$ cat config.mk
export PLATFORM = sky130hd
export DESIGN_NAME = slip_frame_decoder_flat
export DESIGN_NICKNAME = d
export VERILOG_FILES = /design/src/hdl/sfd_pkg.sv /design/src/hdl/sfd_in_if.sv /design/src/hdl/sfd_out_if.sv /design/src/hdl/sfd_cfg_regs.sv /design/src/hdl/sfd_core.sv /design/src/hdl/sfd_out_reg.sv /design/src/hdl/slip_frame_decoder.sv /design/src/flat_wrapper.sv
export SDC_FILE = /design/constraint.sdc
export NUM_CORES = 1
export LEC_CHECK = 0
export BUFFER_PORTS_ARGS = -buffer_cell sky130_fd_sc_hd__buf_2
export CAP_MARGIN = 20
export CORE_ASPECT_RATIO = 0.5
export CORE_MARGIN = 3
export CORE_UTILIZATION = 45
export DETAILED_ROUTE_END_ITERATION = 8
export GPL_ROUTABILITY_DRIVEN = 0
export HOLD_SLACK_MARGIN = 0.06
export PLACE_DENSITY = 0.72
export SETUP_SLACK_MARGIN = 0.4
export SYNTH_ARGS = -nofsm -noshare
export SYNTH_HDL_FRONTEND = slang
export SYNTH_SLANG_ARGS = --single-unit
$ cat constraint.sdc
create_clock -name clk -period 2.3 [get_ports clk]
set_input_delay 0.115 -clock clk [delete_from_list [all_inputs] [get_ports clk]]
set_output_delay 0.115 -clock clk [all_outputs]
set_load 0.03 [all_outputs]
$ cat src/hdl/sfd_pkg.sv
`timescale 1ns / 1ps
// ----------------------------------------------------------------------------
// sfd_pkg
// Shared types and constants for the SLIP frame decoder with begin marker.
// ----------------------------------------------------------------------------
package sfd_pkg;

  localparam int BYTE_W  = 8;
  localparam int KIND_W  = 2;
  localparam int CFG_IDX_W = 3;

  typedef logic [BYTE_W-1:0] byte_t;

  // Decoder mode
  typedef enum logic [1:0] {
    MODE_HUNT  = 2'd0,
    MODE_FRAME = 2'd1,
    MODE_ESC   = 2'd2
  } mode_t;

  // Result kinds
  typedef enum logic [KIND_W-1:0] {
    EV_DATA  = 2'd0,
    EV_START = 2'd1,
    EV_END   = 2'd2,
    EV_ERROR = 2'd3
  } event_t;

  // Configuration register indexes
  typedef enum logic [CFG_IDX_W-1:0] {
    CFG_BEGIN       = 3'd0,
    CFG_END         = 3'd1,
    CFG_ESCAPE      = 3'd2,
    CFG_ESC_BEGIN   = 3'd3,
    CFG_ESC_END     = 3'd4,
    CFG_ESC_ESCAPE  = 3'd5
  } cfg_idx_t;

  localparam byte_t RST_BEGIN      = 8'hC1;
  localparam byte_t RST_END        = 8'hC0;
  localparam byte_t RST_ESCAPE     = 8'hDB;
  localparam byte_t RST_ESC_BEGIN  = 8'hDE;
  localparam byte_t RST_ESC_END    = 8'hDC;
  localparam byte_t RST_ESC_ESCAPE = 8'hDD;

  typedef struct packed {
    byte_t begin_code;
    byte_t end_code;
    byte_t escape_code;
    byte_t escaped_begin_code;
    byte_t escaped_end_code;
    byte_t escaped_escape_code;
  } codes_t;

  typedef struct packed {
    event_t kind;
    byte_t  payload;
  } result_t;

endpackage

$ cat src/hdl/sfd_in_if.sv
`timescale 1ns / 1ps
// ----------------------------------------------------------------------------
// sfd_in_if
// Receive byte channel: valid/ready handshake carrying one raw byte.
// ----------------------------------------------------------------------------
interface sfd_in_if
  import sfd_pkg::*;
();
  logic  valid;
  logic  ready;
  byte_t rx_byte;

  modport source (output valid, output rx_byte, input ready);
  modport sink   (input valid, input rx_byte, output ready);
endinterface

$ cat src/hdl/sfd_out_if.sv
`timescale 1ns / 1ps
// ----------------------------------------------------------------------------
// sfd_out_if
// Decoded event channel: valid/ready handshake carrying kind and byte.
// ----------------------------------------------------------------------------
interface sfd_out_if
  import sfd_pkg::*;
();
  logic              valid;
  logic              ready;
  logic [KIND_W-1:0] event_kind;
  byte_t             payload_byte;

  modport source (output valid, output event_kind, output payload_byte, input ready);
  modport sink   (input valid, input event_kind, input payload_byte, output ready);
endinterface

$ cat src/hdl/sfd_cfg_regs.sv
`timescale 1ns / 1ps
// ----------------------------------------------------------------------------
// sfd_cfg_regs
// Code value registers, written through a plain indexed write port.
// ----------------------------------------------------------------------------
module sfd_cfg_regs
  import sfd_pkg::*;
(
  input  logic                 clk,
  input  logic                 rst_n,
  input  logic                 cfg_we,
  input  logic [CFG_IDX_W-1:0] cfg_index,
  input  byte_t                cfg_wdata,
  output codes_t               codes
);

  codes_t codes_r;

  always_ff @(posedge clk) begin
    if (!rst_n) begin
      codes_r.begin_code          <= RST_BEGIN;
      codes_r.end_code            <= RST_END;
      codes_r.escape_code         <= RST_ESCAPE;
      codes_r.escaped_begin_code  <= RST_ESC_BEGIN;
      codes_r.escaped_end_code    <= RST_ESC_END;
      codes_r.escaped_escape_code <= RST_ESC_ESCAPE;
    end else if (cfg_we) begin
      case (cfg_idx_t'(cfg_index))
        CFG_BEGIN:      codes_r.begin_code          <= cfg_wdata;
        CFG_END:        codes_r.end_code            <= cfg_wdata;
        CFG_ESCAPE:     codes_r.escape_code         <= cfg_wdata;
        CFG_ESC_BEGIN:  codes_r.escaped_begin_code  <= cfg_wdata;
        CFG_ESC_END:    codes_r.escaped_end_code    <= cfg_wdata;
        CFG_ESC_ESCAPE: codes_r.escaped_escape_code <= cfg_wdata;
        default: ;  // unmapped index, write dropped
      endcase
    end
  end

  assign codes = codes_r;

endmodule

$ cat src/hdl/sfd_core.sv
`timescale 1ns / 1ps
// ----------------------------------------------------------------------------
// sfd_core
// Input register, decode mode state machine and per-byte event decode.
// ----------------------------------------------------------------------------
module sfd_core
  import sfd_pkg::*;
(
  input  logic      clk,
  input  logic      rst_n,
  sfd_in_if.sink    in_ch,
  input  codes_t    codes,
  input  logic      out_free,
  output logic      push,
  output result_t   res
);

  logic   s1_valid_r, s1_valid_nxt;
  byte_t  s1_byte_r;
  mode_t  mode_r, mode_nxt;
  logic   emit;
  logic   s1_adv;
  logic   in_acc;

  // Byte in the input register leaves when it makes no event or the
  // result register can take its event.
  assign s1_adv      = s1_valid_r && (!emit || out_free);
  assign push        = s1_valid_r && emit && out_free;
  assign in_ch.ready = !s1_valid_r || s1_adv;
  assign in_acc      = in_ch.valid && in_ch.ready;

  always_comb begin
    if (in_acc) begin
      s1_valid_nxt = 1'b1;
    end else if (s1_adv) begin
      s1_valid_nxt = 1'b0;
    end else begin
      s1_valid_nxt = s1_valid_r;
    end
  end

  // Next mode
  always_comb begin
    mode_nxt = mode_r;
    case (mode_r)
      MODE_FRAME: begin
        if (s1_byte_r == codes.end_code || s1_byte_r == codes.begin_code) begin
          mode_nxt = MODE_HUNT;
        end else if (s1_byte_r == codes.escape_code) begin
          mode_nxt = MODE_ESC;
        end
      end
      MODE_ESC: begin
        if (s1_byte_r == codes.escaped_begin_code ||
            s1_byte_r == codes.escaped_end_code ||
            s1_byte_r == codes.escaped_escape_code) begin
          mode_nxt = MODE_FRAME;
        end else begin
          mode_nxt = MODE_HUNT;
        end
      end
      default: begin
        mode_nxt = (s1_byte_r == codes.begin_code) ? MODE_FRAME : MODE_HUNT;
      end
    endcase
  end

  // Event for the byte in the input register; first match wins
  always_comb begin
    emit        = 1'b0;
    res.kind    = EV_DATA;
    res.payload = '0;
    case (mode_r)
      MODE_FRAME: begin
        if (s1_byte_r == codes.end_code) begin
          emit     = 1'b1;
          res.kind = EV_END;
        end else if (s1_byte_r == codes.begin_code) begin
          emit     = 1'b1;
          res.kind = EV_ERROR;
        end else if (s1_byte_r != codes.escape_code) begin
          emit        = 1'b1;
          res.payload = s1_byte_r;
        end
      end
      MODE_ESC: begin
        emit = 1'b1;
        if (s1_byte_r == codes.escaped_begin_code) begin
          res.payload = codes.begin_code;
        end else if (s1_byte_r == codes.escaped_end_code) begin
          res.payload = codes.end_code;
        end else if (s1_byte_r == codes.escaped_escape_code) begin
          res.payload = codes.escape_code;
        end else begin
          res.kind = EV_ERROR;
        end
      end
      default: begin
        if (s1_byte_r == codes.begin_code) begin
          emit     = 1'b1;
          res.kind = EV_START;
        end
      end
    endcase
  end

  always_ff @(posedge clk) begin
    if (!rst_n) begin
      s1_valid_r <= 1'b0;
      mode_r     <= MODE_HUNT;
    end else begin
      s1_valid_r <= s1_valid_nxt;
      if (s1_adv) begin
        mode_r <= mode_nxt;
      end
    end
  end

  always_ff @(posedge clk) begin
    if (in_acc) begin
      s1_byte_r <= in_ch.rx_byte;
    end
  end

  // Mode only moves when a word leaves the input register
  a_mode_hold: assert property (@(posedge clk) disable iff (!rst_n)
    !s1_adv |=> $stable(mode_r))
    else $error("decode mode changed without a word advancing");

  // Any framing error sends the decoder back to hunting
  a_err_hunt: assert property (@(posedge clk) disable iff (!rst_n)
    s1_adv && emit && res.kind == EV_ERROR |=> mode_r == MODE_HUNT)
    else $error("framing error did not return to hunting");

  // A frame start is only reported while hunting and leads into a frame
  a_start: assert property (@(posedge clk) disable iff (!rst_n)
    s1_adv && emit && res.kind == EV_START |=> mode_r == MODE_FRAME)
    else $error("frame start did not enter frame mode");

  // Held word is not overwritten by a new one while it is stuck
  a_s1_hold: assert property (@(posedge clk) disable iff (!rst_n)
    s1_valid_r && !s1_adv |-> !in_acc)
    else $error("input register overrun");

endmodule

$ cat src/hdl/sfd_out_reg.sv
`timescale 1ns / 1ps
// ----------------------------------------------------------------------------
// sfd_out_reg
// Result register driving the event channel.
// ----------------------------------------------------------------------------
module sfd_out_reg
  import sfd_pkg::*;
(
  input  logic      clk,
  input  logic      rst_n,
  input  logic      push,
  input  result_t   res,
  output logic      out_free,
  sfd_out_if.source out_ch
);

  logic    valid_r, valid_nxt;
  result_t res_r;

  assign out_free = !valid_r || out_ch.ready;

  always_comb begin
    if (push) begin
      valid_nxt = 1'b1;
    end else if (out_ch.ready) begin
      valid_nxt = 1'b0;
    end else begin
      valid_nxt = valid_r;
    end
  end

  always_ff @(posedge clk) begin
    if (!rst_n) begin
      valid_r <= 1'b0;
    end else begin
      valid_r <= valid_nxt;
    end
  end

  always_ff @(posedge clk) begin
    if (push) begin
      res_r <= res;
    end
  end

  assign out_ch.valid        = valid_r;
  assign out_ch.event_kind   = res_r.kind;
  assign out_ch.payload_byte = res_r.payload;

endmodule

$ cat src/hdl/slip_frame_decoder.sv
`timescale 1ns / 1ps
// ----------------------------------------------------------------------------
// slip_frame_decoder
// SLIP receive decoder with begin and end frame markers.
// ----------------------------------------------------------------------------
// Usage:
//   in_ch  - one raw received byte per word (valid/ready).
//   out_ch - decoded events: event_kind 0 data byte, 1 frame start,
//            2 frame end, 3 framing error; payload_byte is the data byte
//            for kind 0 and zero otherwise. Escape bytes and bytes dropped
//            while hunting produce no word.
//   cfg_*  - write-only code registers (index 0 begin, 1 end, 2 escape,
//            3..5 escaped begin/end/escape). Write only while idle.
// An accepted byte passes through the input register, where the mode machine
// decodes it, and then the result register before its event is on out_ch.
// Throughput is one byte per cycle while out_ch does not stall; the single
// mode register is the only state carried from byte to byte.
// Reset puts the decoder in hunting mode, empties both registers and loads
// the standard code values. When out_ch stalls the result register holds,
// the input register still takes one more byte, and in_ch.ready drops once
// a byte with an event is waiting behind the held result.
// ----------------------------------------------------------------------------
module slip_frame_decoder
  import sfd_pkg::*;
(
  input  logic                 clk,
  input  logic                 rst_n,
  sfd_in_if.sink               in_ch,
  sfd_out_if.source            out_ch,
  input  logic                 cfg_we,
  input  logic [CFG_IDX_W-1:0] cfg_index,
  input  byte_t                cfg_wdata
);

  codes_t  codes;
  logic    out_free;
  logic    push;
  result_t res;

  sfd_cfg_regs u_cfg (
    .clk       (clk),
    .rst_n     (rst_n),
    .cfg_we    (cfg_we),
    .cfg_index (cfg_index),
    .cfg_wdata (cfg_wdata),
    .codes     (codes)
  );

  sfd_core u_core (
    .clk      (clk),
    .rst_n    (rst_n),
    .in_ch    (in_ch),
    .codes    (codes),
    .out_free (out_free),
    .push     (push),
    .res      (res)
  );

  sfd_out_reg u_out (
    .clk      (clk),
    .rst_n    (rst_n),
    .push     (push),
    .res      (res),
    .out_free (out_free),
    .out_ch   (out_ch)
  );

endmodule

$ cat src/flat_wrapper.sv
// flat-port wrapper written by rule: the top's interface ports become plain ports
module slip_frame_decoder_flat import sfd_pkg::*;
  (clk, rst_n, cfg_we, cfg_index, cfg_wdata, in_ch_valid, in_ch_rx_byte, in_ch_ready, out_ch_valid, out_ch_event_kind, out_ch_payload_byte, out_ch_ready);
  sfd_in_if in_ch_i ();
  sfd_out_if out_ch_i ();
  input  logic clk;
  input  logic rst_n;
  input  logic cfg_we;
  input  logic [CFG_IDX_W-1:0] cfg_index;
  input  byte_t cfg_wdata;
  input wire logic [$bits(in_ch_i.valid)-1:0] in_ch_valid;
  input wire logic [$bits(in_ch_i.rx_byte)-1:0] in_ch_rx_byte;
  output wire logic [$bits(in_ch_i.ready)-1:0] in_ch_ready;
  output wire logic [$bits(out_ch_i.valid)-1:0] out_ch_valid;
  output wire logic [$bits(out_ch_i.event_kind)-1:0] out_ch_event_kind;
  output wire logic [$bits(out_ch_i.payload_byte)-1:0] out_ch_payload_byte;
  input wire logic [$bits(out_ch_i.ready)-1:0] out_ch_ready;
  assign in_ch_i.valid = in_ch_valid;
  assign in_ch_i.rx_byte = in_ch_rx_byte;
  assign in_ch_ready = in_ch_i.ready;
  assign out_ch_valid = out_ch_i.valid;
  assign out_ch_event_kind = out_ch_i.event_kind;
  assign out_ch_payload_byte = out_ch_i.payload_byte;
  assign out_ch_i.ready = out_ch_ready;
  slip_frame_decoder u_core (.clk(clk), .rst_n(rst_n), .in_ch(in_ch_i), .out_ch(out_ch_i), .cfg_we(cfg_we), .cfg_index(cfg_index), .cfg_wdata(cfg_wdata));
endmodule
# After elaboration in Yosys (flattened, before gate mapping)
# Index checks and enable logic that the tools add are counted.
word_totals:
  input_bits: 24
  out_inout_bits: 12
  regBits: 70
  elab_cells: 77
op_classes:
  reduce_logical: 23
  muxes: 27
  n_eq_ne: 15
ops:
  columns: ["operator", "count"]
  rows:
  - ["equality test 8 bit", 6]
  - ["2-to-1 mux 8 bit", 6]
  - ["case mux 8 bit (2 select lines)", 1]
  - ["2-to-1 mux 2 bit", 7]
  - ["AND reduction 2 bit", 7]
  - ["2-to-1 mux 1 bit", 10]
  - ["!= test 8 bit", 1]
  - ["case mux 2 bit (2 select lines)", 2]
  - ["equality test 3 x 2 -> 1 bit, second input constant", 2]
  - ["equality test 3 bit, second input constant", 2]
  - ["logical OR 1 bit", 6]
  - ["logical AND 1 bit", 4]
  - ["nonzero test 2 bit", 2]
  - ["equality test 3 x 1 -> 1 bit, second input constant", 1]
  - ["logical NOT 1 bit", 3]
  - ["logical NOT 3 bit", 1]
  - ["!= test 3 bit, second input constant", 1]
  - ["equality test 2 x 1 -> 1 bit, second input constant", 1]
  - ["equality test 2 bit, second input constant", 1]
  - ["case mux 1 bit (2 select lines)", 1]

# Depth between registers and ports, before layout
# Gate-level depths: netlist of the first run.
depth:
  depth_word: 11
  depth_mapped: 8
  ltp_nobuf: 8

# Cells and area by module
# From an unflattened synthesis of the first run, not the netlist that was laid out.
unflattened:
  cells_unflattened: 342
  hier_area_um2: 3554.7
by_module_without_submodules:
  columns: ["mod", "area_each_um2", "instances", "seq_area_each_um2", "cells_per_inst"]
  rows:
  - ["sfd_cfg_regs", 1886.8, 1, 960.9, 176]
  - ["sfd_core", 1318.8, 1, 300.3, 152]
  - ["sfd_out_reg", 349.1, 1, 320.3, 14]

# Least setup slack after synthesis of the first run
# OpenSTA, ideal clock, no wires.
synth_timing:
  kind: "register to register"
  start: "reg u_core.u_core.s1_byte_r[2]"
  end: "reg u_core.u_out.res_r, in the netlist u_core.u_out.out_ch.event_kind[0] (enable)"
  setup_ns: 0.377
  period_less_slack_ns: 2.296
  t_arrival_ns: 1.918
  slack_ns: 0.004
  path_stages_with_launch: 8
  t_required_ns: 1.923
  n_path_buf: 1
  cell_sequence: "edfxtp_1 buf_6 xnor2_1 nand4_1 nor2_2 o22ai_1 a31oi_1 nor2b_1"
synth_via:
  elab_chain_cells: 7
  word_cells_on_any_way: 10
  cone_classes: "eq/ne: 3; mux: 5; reduce/logical: 2"
synth_rtl:
  columns: ["element", "line", "source"]
  rows:
  - ["start: declaration", "sfd_core.sv:19", "byte_t s1_byte_r;"]
  - ["start signal: assignment", "sfd_core.sv:121", "s1_byte_r <= in_ch.rx_byte;"]
  - ["!= test 8 bit", "sfd_core.sv:81", "end else if (s1_byte_r != codes.escape_code) begin"]
  - ["2-to-1 mux 1 bit", "sfd_core.sv:81", null]
  - ["2-to-1 mux 1 bit", "sfd_core.sv:78", "end else if (s1_byte_r == codes.begin_code) begin"]
  - ["2-to-1 mux 1 bit", "sfd_core.sv:75", "if (s1_byte_r == codes.end_code) begin"]
  - ["case mux 1 bit (2 select lines) (*)", "sfd_core.sv:73", "case (mode_r)"]
  - ["logical AND 1 bit (*) (2 in a row)", "sfd_core.sv:28", "assign push = s1_valid_r && emit && out_free;"]
  - ["named net u_core.push", "slip_frame_decoder.sv:37", "logic push;"]
  - ["end signal: assignment", "sfd_out_reg.sv:42", "res_r <= res;"]
  - ["end: declaration", "sfd_out_reg.sv:18", "result_t res_r;"]
# The timed path passes the listed nets; every way through them passes the cells marked *.
# A chain may end at the register's enable or synchronous reset.

# Worst setup path in the final report of the first run
layout_timing:
  start: "reg u_core.u_core.s1_byte_r[1]"
  end: "out in_ch_ready"
layout_via:
  elab_chain_cells: 9
  word_cells_on_any_way: 12
  cone_classes: "eq/ne: 3; mux: 5; reduce/logical: 4"
layout_rtl:
  columns: ["element", "line", "source"]
  rows:
  - ["!= test 8 bit", "sfd_core.sv:81", null]
  - ["2-to-1 mux 1 bit", "sfd_core.sv:81", null]
  - ["2-to-1 mux 1 bit", "sfd_core.sv:78", null]
  - ["2-to-1 mux 1 bit", "sfd_core.sv:75", null]
  - ["case mux 1 bit (2 select lines) (*)", "sfd_core.sv:73", null]
  - ["logical NOT 1 bit (*)", "sfd_core.sv:27", "assign s1_adv = s1_valid_r && (!emit || out_free);"]
  - ["logical OR 1 bit (*)", "sfd_core.sv:27", null]
  - ["logical AND 1 bit (*)", "sfd_core.sv:27", null]
  - ["logical OR 1 bit (*)", "sfd_core.sv:29", "assign in_ch.ready = !s1_valid_r || s1_adv;"]
  - ["end: declaration", "flat_wrapper.sv:13", "output wire logic [$bits(in_ch_i.ready)-1:0] in_ch_ready;"]
# Every way passes the cells marked *; elsewhere a longest branch is shown, timed or not.

==> flow_summary_export.csv, run 1 <==
group,metric,value,unit
place,dpl.cell_count,520,
logic_synthesis,yosys_warnings,0,
layout,layout_common_cells,"nand2_1, dfxtp_1, buf_2",
clock_tree,cts-root-buf,"clkbuf_16",
min_path,hold_path.class,"in -> reg",
sta,tightest_slew,0.667,ns
logic_synthesis,synth_area,3570,µm²
clock_tree,cts_buffers,9,
logic_synthesis,synth_xor_area_frac,0.120,
sta,setup_viol,15,
global_route,grt_use_total,0.230,
drt,drc_errors,0,
logic_synthesis,muxShareOfSynthArea,0.0168,
setup_path,crit_path_end_kind,"output pin",
sta,hold_viol_final,0,
logic_synthesis,synth.distinct_cells,43,
layout,post-route-util,0.650,
layout,fin_nets,496,
sta,fin_crit_sh,1.04,
outcome,violations,"setup timing",
logic_synthesis,synth_enable_flop_cells,18,
floorplanning,coreArea,7510,µm²
layout,antennaDiodeCount,0,
logic_synthesis,async_flop_share,0,
run,cap_violations,0,
sta,period_needed,2.40,ns
drt,maxUsedRoutingLayer,"met4",
drt,wire_per_inst,21.2,µm
power,p_leak,2.04,nW
clock_tree,clock-sinks,70,
setup_path,slowest_delay,0.57,ns
floorplanning,die-height,69.0,µm
drt,wl_met1,5.13,mm
sta,finalClockSkew,0.00304,ns
clock_tree,cts_max_level,3,
setup_path,rr_startpoint,"u_core.u_core.s1_byte_r[1]",
setup_path,crit_top_cell,"buf_6",
drt,drt_first_pass_iters,5,
layout,final_common_cell,"nand2_1",
power,power.total,3.14,mW
sta,layout_setup_ws,-0.103,ns
setup_path,cp.required,2.18,ns
sta,grt_setup_unrepaired,"true",
logic_synthesis,synth_area_leaders,"dfxtp_1, edfxtp_1, nand2_1",
floorplanning,die-area,9100,µm²
global_route,antenna_found_initial,0,
global_route,grt-ovfl-total,0,
layout,syn2layout_area_growth,36.8,%
setup_path,cp_slowest_cell,"edfxtp_1",
floorplanning,io_pins,36,
setup_path,cp-endpoint,"in_ch_ready",
logic_synthesis,seq_area_frac_synth,0.443,
place,hpwl,6.56,mm
clock_tree,cts.clk_slew.worst_paths,0.06,ns
logic_synthesis,netlist.area_leader.share,0.292,
clock_tree,clockBufferDepth,2,
clock_tree,tritoncts,"yes",
place,io_buffers,35,
outcome,status,"finished, violations left",
global_route,grt_pass1_wl,15.8,mm
floorplanning,start_util,0.475,
logic_synthesis,synth_ff_type,"dfxtp_1",
drt,drt-total-wl,12.4,mm
power,peakVddDrop,0.371,mV
setup_path,crit_arrival,2.29,ns
setup_path,r2r_cells,7,
drt,vias,3361,
drt,first_iter_violations,444,
global_route,grt_max_degree,39,
logic_synthesis,synth-compound-area-share,0.138,
drt,drtAntennaViolNets,0,
setup_path,critPathMaxFanout,4,
setup_path,cp-start-kind,"register",
logic_synthesis,synth_top_area_cell,"dfxtp_1",
setup_path,rrSetupSlack,-0.08,ns
drt,viasPerCell,5.77,
drt,wl_met3,1.11,mm
logic_synthesis,syn_nets,416,
layout,layout-drive-gt1-share,0.301,
clock_tree,clkLatencyLatePin,0.34,ns
floorplanning,die_width,132,µm
layout,stdcell_count,583,
global_route,grt_pass1_vias,2930,
setup_path,path_class,"reg -> out",
setup_path,critPathLaunch,"u_core.u_core.s1_byte_r[1]",
floorplanning,rows,22,
drt,wl_met2,5.56,mm
setup_path,r2r-end,"u_core.u_out.out_ch.payload_byte[4]",
logic_synthesis,synth_top_family_by_area,"simple AND/OR/NAND/NOR gates",
setup_path,cp_cell_sequence,"xnor2_2 -> nand4_1 -> nor2_4 -> o22ai_2 -> a31oi_4 -> buf_6 -> nand2_2 -> buf_6",
sta,fmax,0.416,GHz
power,power_density,643,nW/µm²
sta,maxSlewHeadroom,0.555,
logic_synthesis,synth-adder-area-share,0.00701,
logic_synthesis,synth_seq_cells,70,
logic_synthesis,synth_cells,390,
sta,drv_slew,0,
logic_synthesis,avgSynthCellArea,9.15,µm²
logic_synthesis,yosys.area_share.simple,0.216,
## registers in the layout, indices dropped and copies added, names as in the netlist
| signal | count |
|---|---|
| u_core.u_core.s1_valid_r | 1 |
| u_core.u_cfg.codes | 48 |
| u_core.u_out.out_ch.event_kind | 2 |
| u_core.u_core.s1_byte_r | 8 |
| u_core.u_core.mode_r | 2 |
| u_core.u_out.out_ch.valid | 1 |
| u_core.u_out.out_ch.payload_byte | 8 |
## cell usage after synthesis (3+ instances only)
library cell	number
nand2_1	102
dfxtp_1	52
xnor2_1	32
nand3_1	27
a21boi_0	21
edfxtp_1	18
inv_1	17
xor2_1	15
clkbuf_1	11
buf_6	9
nand4_1	9
o211ai_1	9
o2bb2ai_1	8
nor2_1	7
mux2i_1	6
a21bo_1	4
nor2b_1	4
o221ai_1	4
and2_1	3
and3_1	3
o21ai_0	3
## metrics by stage
step | setup TNS [ns] | area, µm² | hold WS [ns] | setup WS, ns
3_5_place_dp | 0 | 3820 | 0.293 | 0.0879
6_report | -1.13 | 4880 | 0.101 | -0.103
4_1_cts | 0 | 4480 | 0.0978 | 0.137
5_1_grt | -1.76 | 4880 | 0.123 | -0.123
2_1_floorplan | 0 | 3590 | 0.214 | 0.331
3_3_place_gp | 0 | 3820 | 0.292 | 0.116
## timing repair
item | CTS | global route
setup buffers | 27 | 9
pin swaps | 18 | 37
resized for setup | 17 | 52
setup endpoints to repair | 33 | 33
cloned | 0 | 2
hold buffers | 9 | 0
endpoints found under the hold margin | 9 | 0
## per-layer routing
layer | vias up | track usage
li1 | 1489 | -
met1 | 1597 | 0.307
met2 | 214 | 0.354
met3 | 61 | 0.0594
met4 | 0 | 0.113
met5 | - | 0
## worst max-delay path, delay by kind of cell, from the launching register on
kind / cells / cell delay [ns]
AND/OR/NAND/NOR: 3 / 0.60
flip-flops: 1 / 0.57
AO/OA/AOI/OAI: 2 / 0.29
buffers and inverters: 2 / 0.26
XOR/XNOR: 1 / 0.22
## kinds of logic after synthesis
logic type,count (synthesis)
buf+inv,38
flops,70
fa+ha+maj,2
mux,6
compound gates,61
simple gates,165
xor+xnor,48
## worst min path at each step
stage | from | endpoint | cells after the start
final | cfg_wdata[2] | u_core.u_cfg.codes[34] | 3
after global routing | cfg_wdata[5] | u_core.u_cfg.codes[21] | 3
after CTS | cfg_wdata[2] | u_core.u_cfg.codes[34] | 3
after detailed placement | in_ch_rx_byte[6] | u_core.u_core.s1_byte_r[6] | 1
after global placement | in_ch_rx_byte[4] | u_core.u_core.s1_byte_r[4] | 1
after floorplan | in_ch_rx_byte[0] | u_core.u_core.s1_byte_r[0] | 0
## report_power, final
group / switching [mW] / leakage, nW / internal (mW)
Combinational: 0.203 / 1.27 / 0.186
Sequential: 0.0643 / 0.618 / 1.30
Clock: 0.536 / 0.154 / 0.854
Total: 0.803 / 2.04 / 2.34
## cell type report
cell class                      count  area, µm²
Sequential cell                    70       1580
Clock inverter                      4       27.5
Tap cell                          108        135
Inverter                           17       63.8
Fill cell                         526       2630
Timing Repair Buffer               88        673
Multi-Input combinational cell    284       2120
Clock buffer                       12        278
Note: power is estimated with default switching activity, not from simulation.
==> run 2: changes to the inputs <==
PLACE_DENSITY = 0.76   (was 0.72)
==> flow_summary_export.csv, run 2 (same netlist as run 1, synthesis figures left out) <==
group,metric,value,unit
outcome,status,"finished, violations left",
outcome,violations,"setup timing",
sta,setup_viol,27,
layout,syn2layout_area_growth,33.5,%
drt,drt-total-wl,11.9,mm
setup_path,path_class,"reg -> out",
global_route,grt_use_total,0.231,
floorplanning,die-area,9100,µm²
global_route,antenna_found_initial,0,
setup_path,rr_startpoint,"u_core.u_core.s1_byte_r[7]",
sta,finalClockSkew,0.00991,ns
floorplanning,die-height,69.0,µm
clock_tree,clock-sinks,70,
layout,layout-drive-gt1-share,0.290,
sta,period_needed,2.44,ns
setup_path,cp-start-kind,"register",
setup_path,cp.required,2.18,ns
floorplanning,io_pins,36,
drt,viasPerCell,5.84,
layout,antennaDiodeCount,0,
sta,maxSlewHeadroom,0.477,
global_route,grt_max_degree,35,
floorplanning,coreArea,7510,µm²
power,power_density,652,nW/µm²
sta,tightest_slew,0.781,ns
layout,largest_register_ffs,48,
drt,first_iter_violations,478,
setup_path,crit_arrival,2.33,ns
clock_tree,clockBufferDepth,2,
sta,hold_viol_final,0,
min_path,hold_path.class,"in -> reg",
drt,drc_errors,0,
sta,layout_setup_ws,-0.144,ns
floorplanning,rows,22,
global_route,grt-ovfl-total,0,
layout,post-route-util,0.634,
layout,final_common_cell,"nand2_1",
sta,finalSetupTns,-2.03,ns
floorplanning,die_width,132,µm
clock_tree,cts_buffers,9,
clock_tree,clkLatencyLatePin,0.34,ns
clock_tree,cts_max_level,3,
drt,wire_per_inst,20.5,µm
sta,grt_setup_unrepaired,"true",
clock_tree,tritoncts,"yes",
sta,fin_crit_sh,1.06,
global_route,grt_pass1_vias,2920,
floorplanning,start_util,0.475,
drt,drtAntennaViolNets,0,
setup_path,critPathMaxFanout,4,
global_route,grt_pass1_wl,15.9,mm
clock_tree,cts-root-buf,"clkbuf_16",
power,power.total,3.11,mW
power,p_leak,1.99,nW
clock_tree,cts.clk_slew.worst_paths,0.06,ns
setup_path,critPathLaunch,"u_core.u_core.s1_byte_r[7]",
drt,drt_first_pass_iters,5,
sta,drv_slew,0,
place,hpwl,6.45,mm
sta,holdWs,0.110,ns
layout,layout_common_cells,"nand2_1, dfxtp_1, buf_2",
drt,vias,3368,
run,cap_violations,0,
sta,fmax,0.409,GHz
layout,fin_nets,490,
power,peakVddDrop,0.430,mV
place,io_buffers,35,
setup_path,crit_path_end_kind,"output pin",
min_path,min_from,"cfg_wdata[4]",
==> run 2: cell types whose count changed in the layout (fill, tap and decap cells not counted), moves of 2 or more <==
cell / previous run / this run
xnor2_1: 20 / 23
xor2_4: 2 / 0
xnor2_2: 12 / 9
xor2_1: 11 / 13
nor2_2: 1 / 3
nor2_4: 2 / 0
buf_6: 20 / 15
o221ai_1: 2 / 0
==> run 2: per-layer routing <==
metal  part of all wire  global-route usage  routed length (µm)  vias up
met5                  0                   0                   0        -
met4              0.048              0.0995                 572        0
met3               0.10              0.0746                1200       60
met2               0.44               0.383                5270      229
met1               0.41               0.284                4810     1604
li1                   -                   -                   -     1475
==> run 2: worst paths after layout <==
kind	end	slack (ns)	depth (start not counted)
setup / recovery	in_ch_ready	-0.14	8
hold / removal	u_core.u_cfg.codes[36]	0.11	3
setup reg to reg	u_core.u_out.out_ch.payload_byte[6]	-0.12	9
hold reg to reg	u_core.u_cfg.codes[6]	0.49	2
==> run 2: repair_timing <==
| item | CTS | global route |
|---|---|---|
| gates resized for setup | 29 | 27 |
| endpoints found under the setup margin | 33 | 32 |
| hold buffers | 9 | 0 |
| pin swaps | 16 | 28 |
| setup buffers | 25 | 8 |
| endpoints found under the hold margin | 9 | 0 |
==> run 2: cell type report <==
type,instances,area [µm²]
clock buffers,12,278
inverters,17,63.8
clock inverters,4,27.5
fillers,544,2750
well taps,108,135
flip-flops and latches,70,1580
repair buffers,84,637
multi-input cells,282,2040
==> run 2: power by group <==
part / switching, mW / internal [mW] / leakage, nW / total, mW
clock network: 0.534 / 0.854 / 0.154 / 1.39
logic: 0.201 / 0.168 / 1.22 / 0.369
registers: 0.0525 / 1.30 / 0.618 / 1.35
==> run 2: through the flow <==
| stage | std cells | area [µm²] | worst slack (ns) |
|---|---|---|---|
| after floorplan | 390 | 3590 | 0.331 |
| after global placement | 519 | 3810 | 0.140 |
| after detailed placement | 519 | 3810 | 0.0721 |
| after CTS | 569 | 4550 | 0.161 |
| after global routing | 577 | 4770 | -0.183 |
| final | 577 | 4770 | -0.144 |
==> run 2: worst max-delay path, stage by stage, from the launching register on <==
cell and delay, ns:
edfxtp_1 0.49, xnor2_1 0.31, nand4_1 0.25, nor2_2 0.22, o22ai_1 0.13, a31oi_2 0.21
buf_4 0.17, nand2_2 0.05, buf_6 0.16
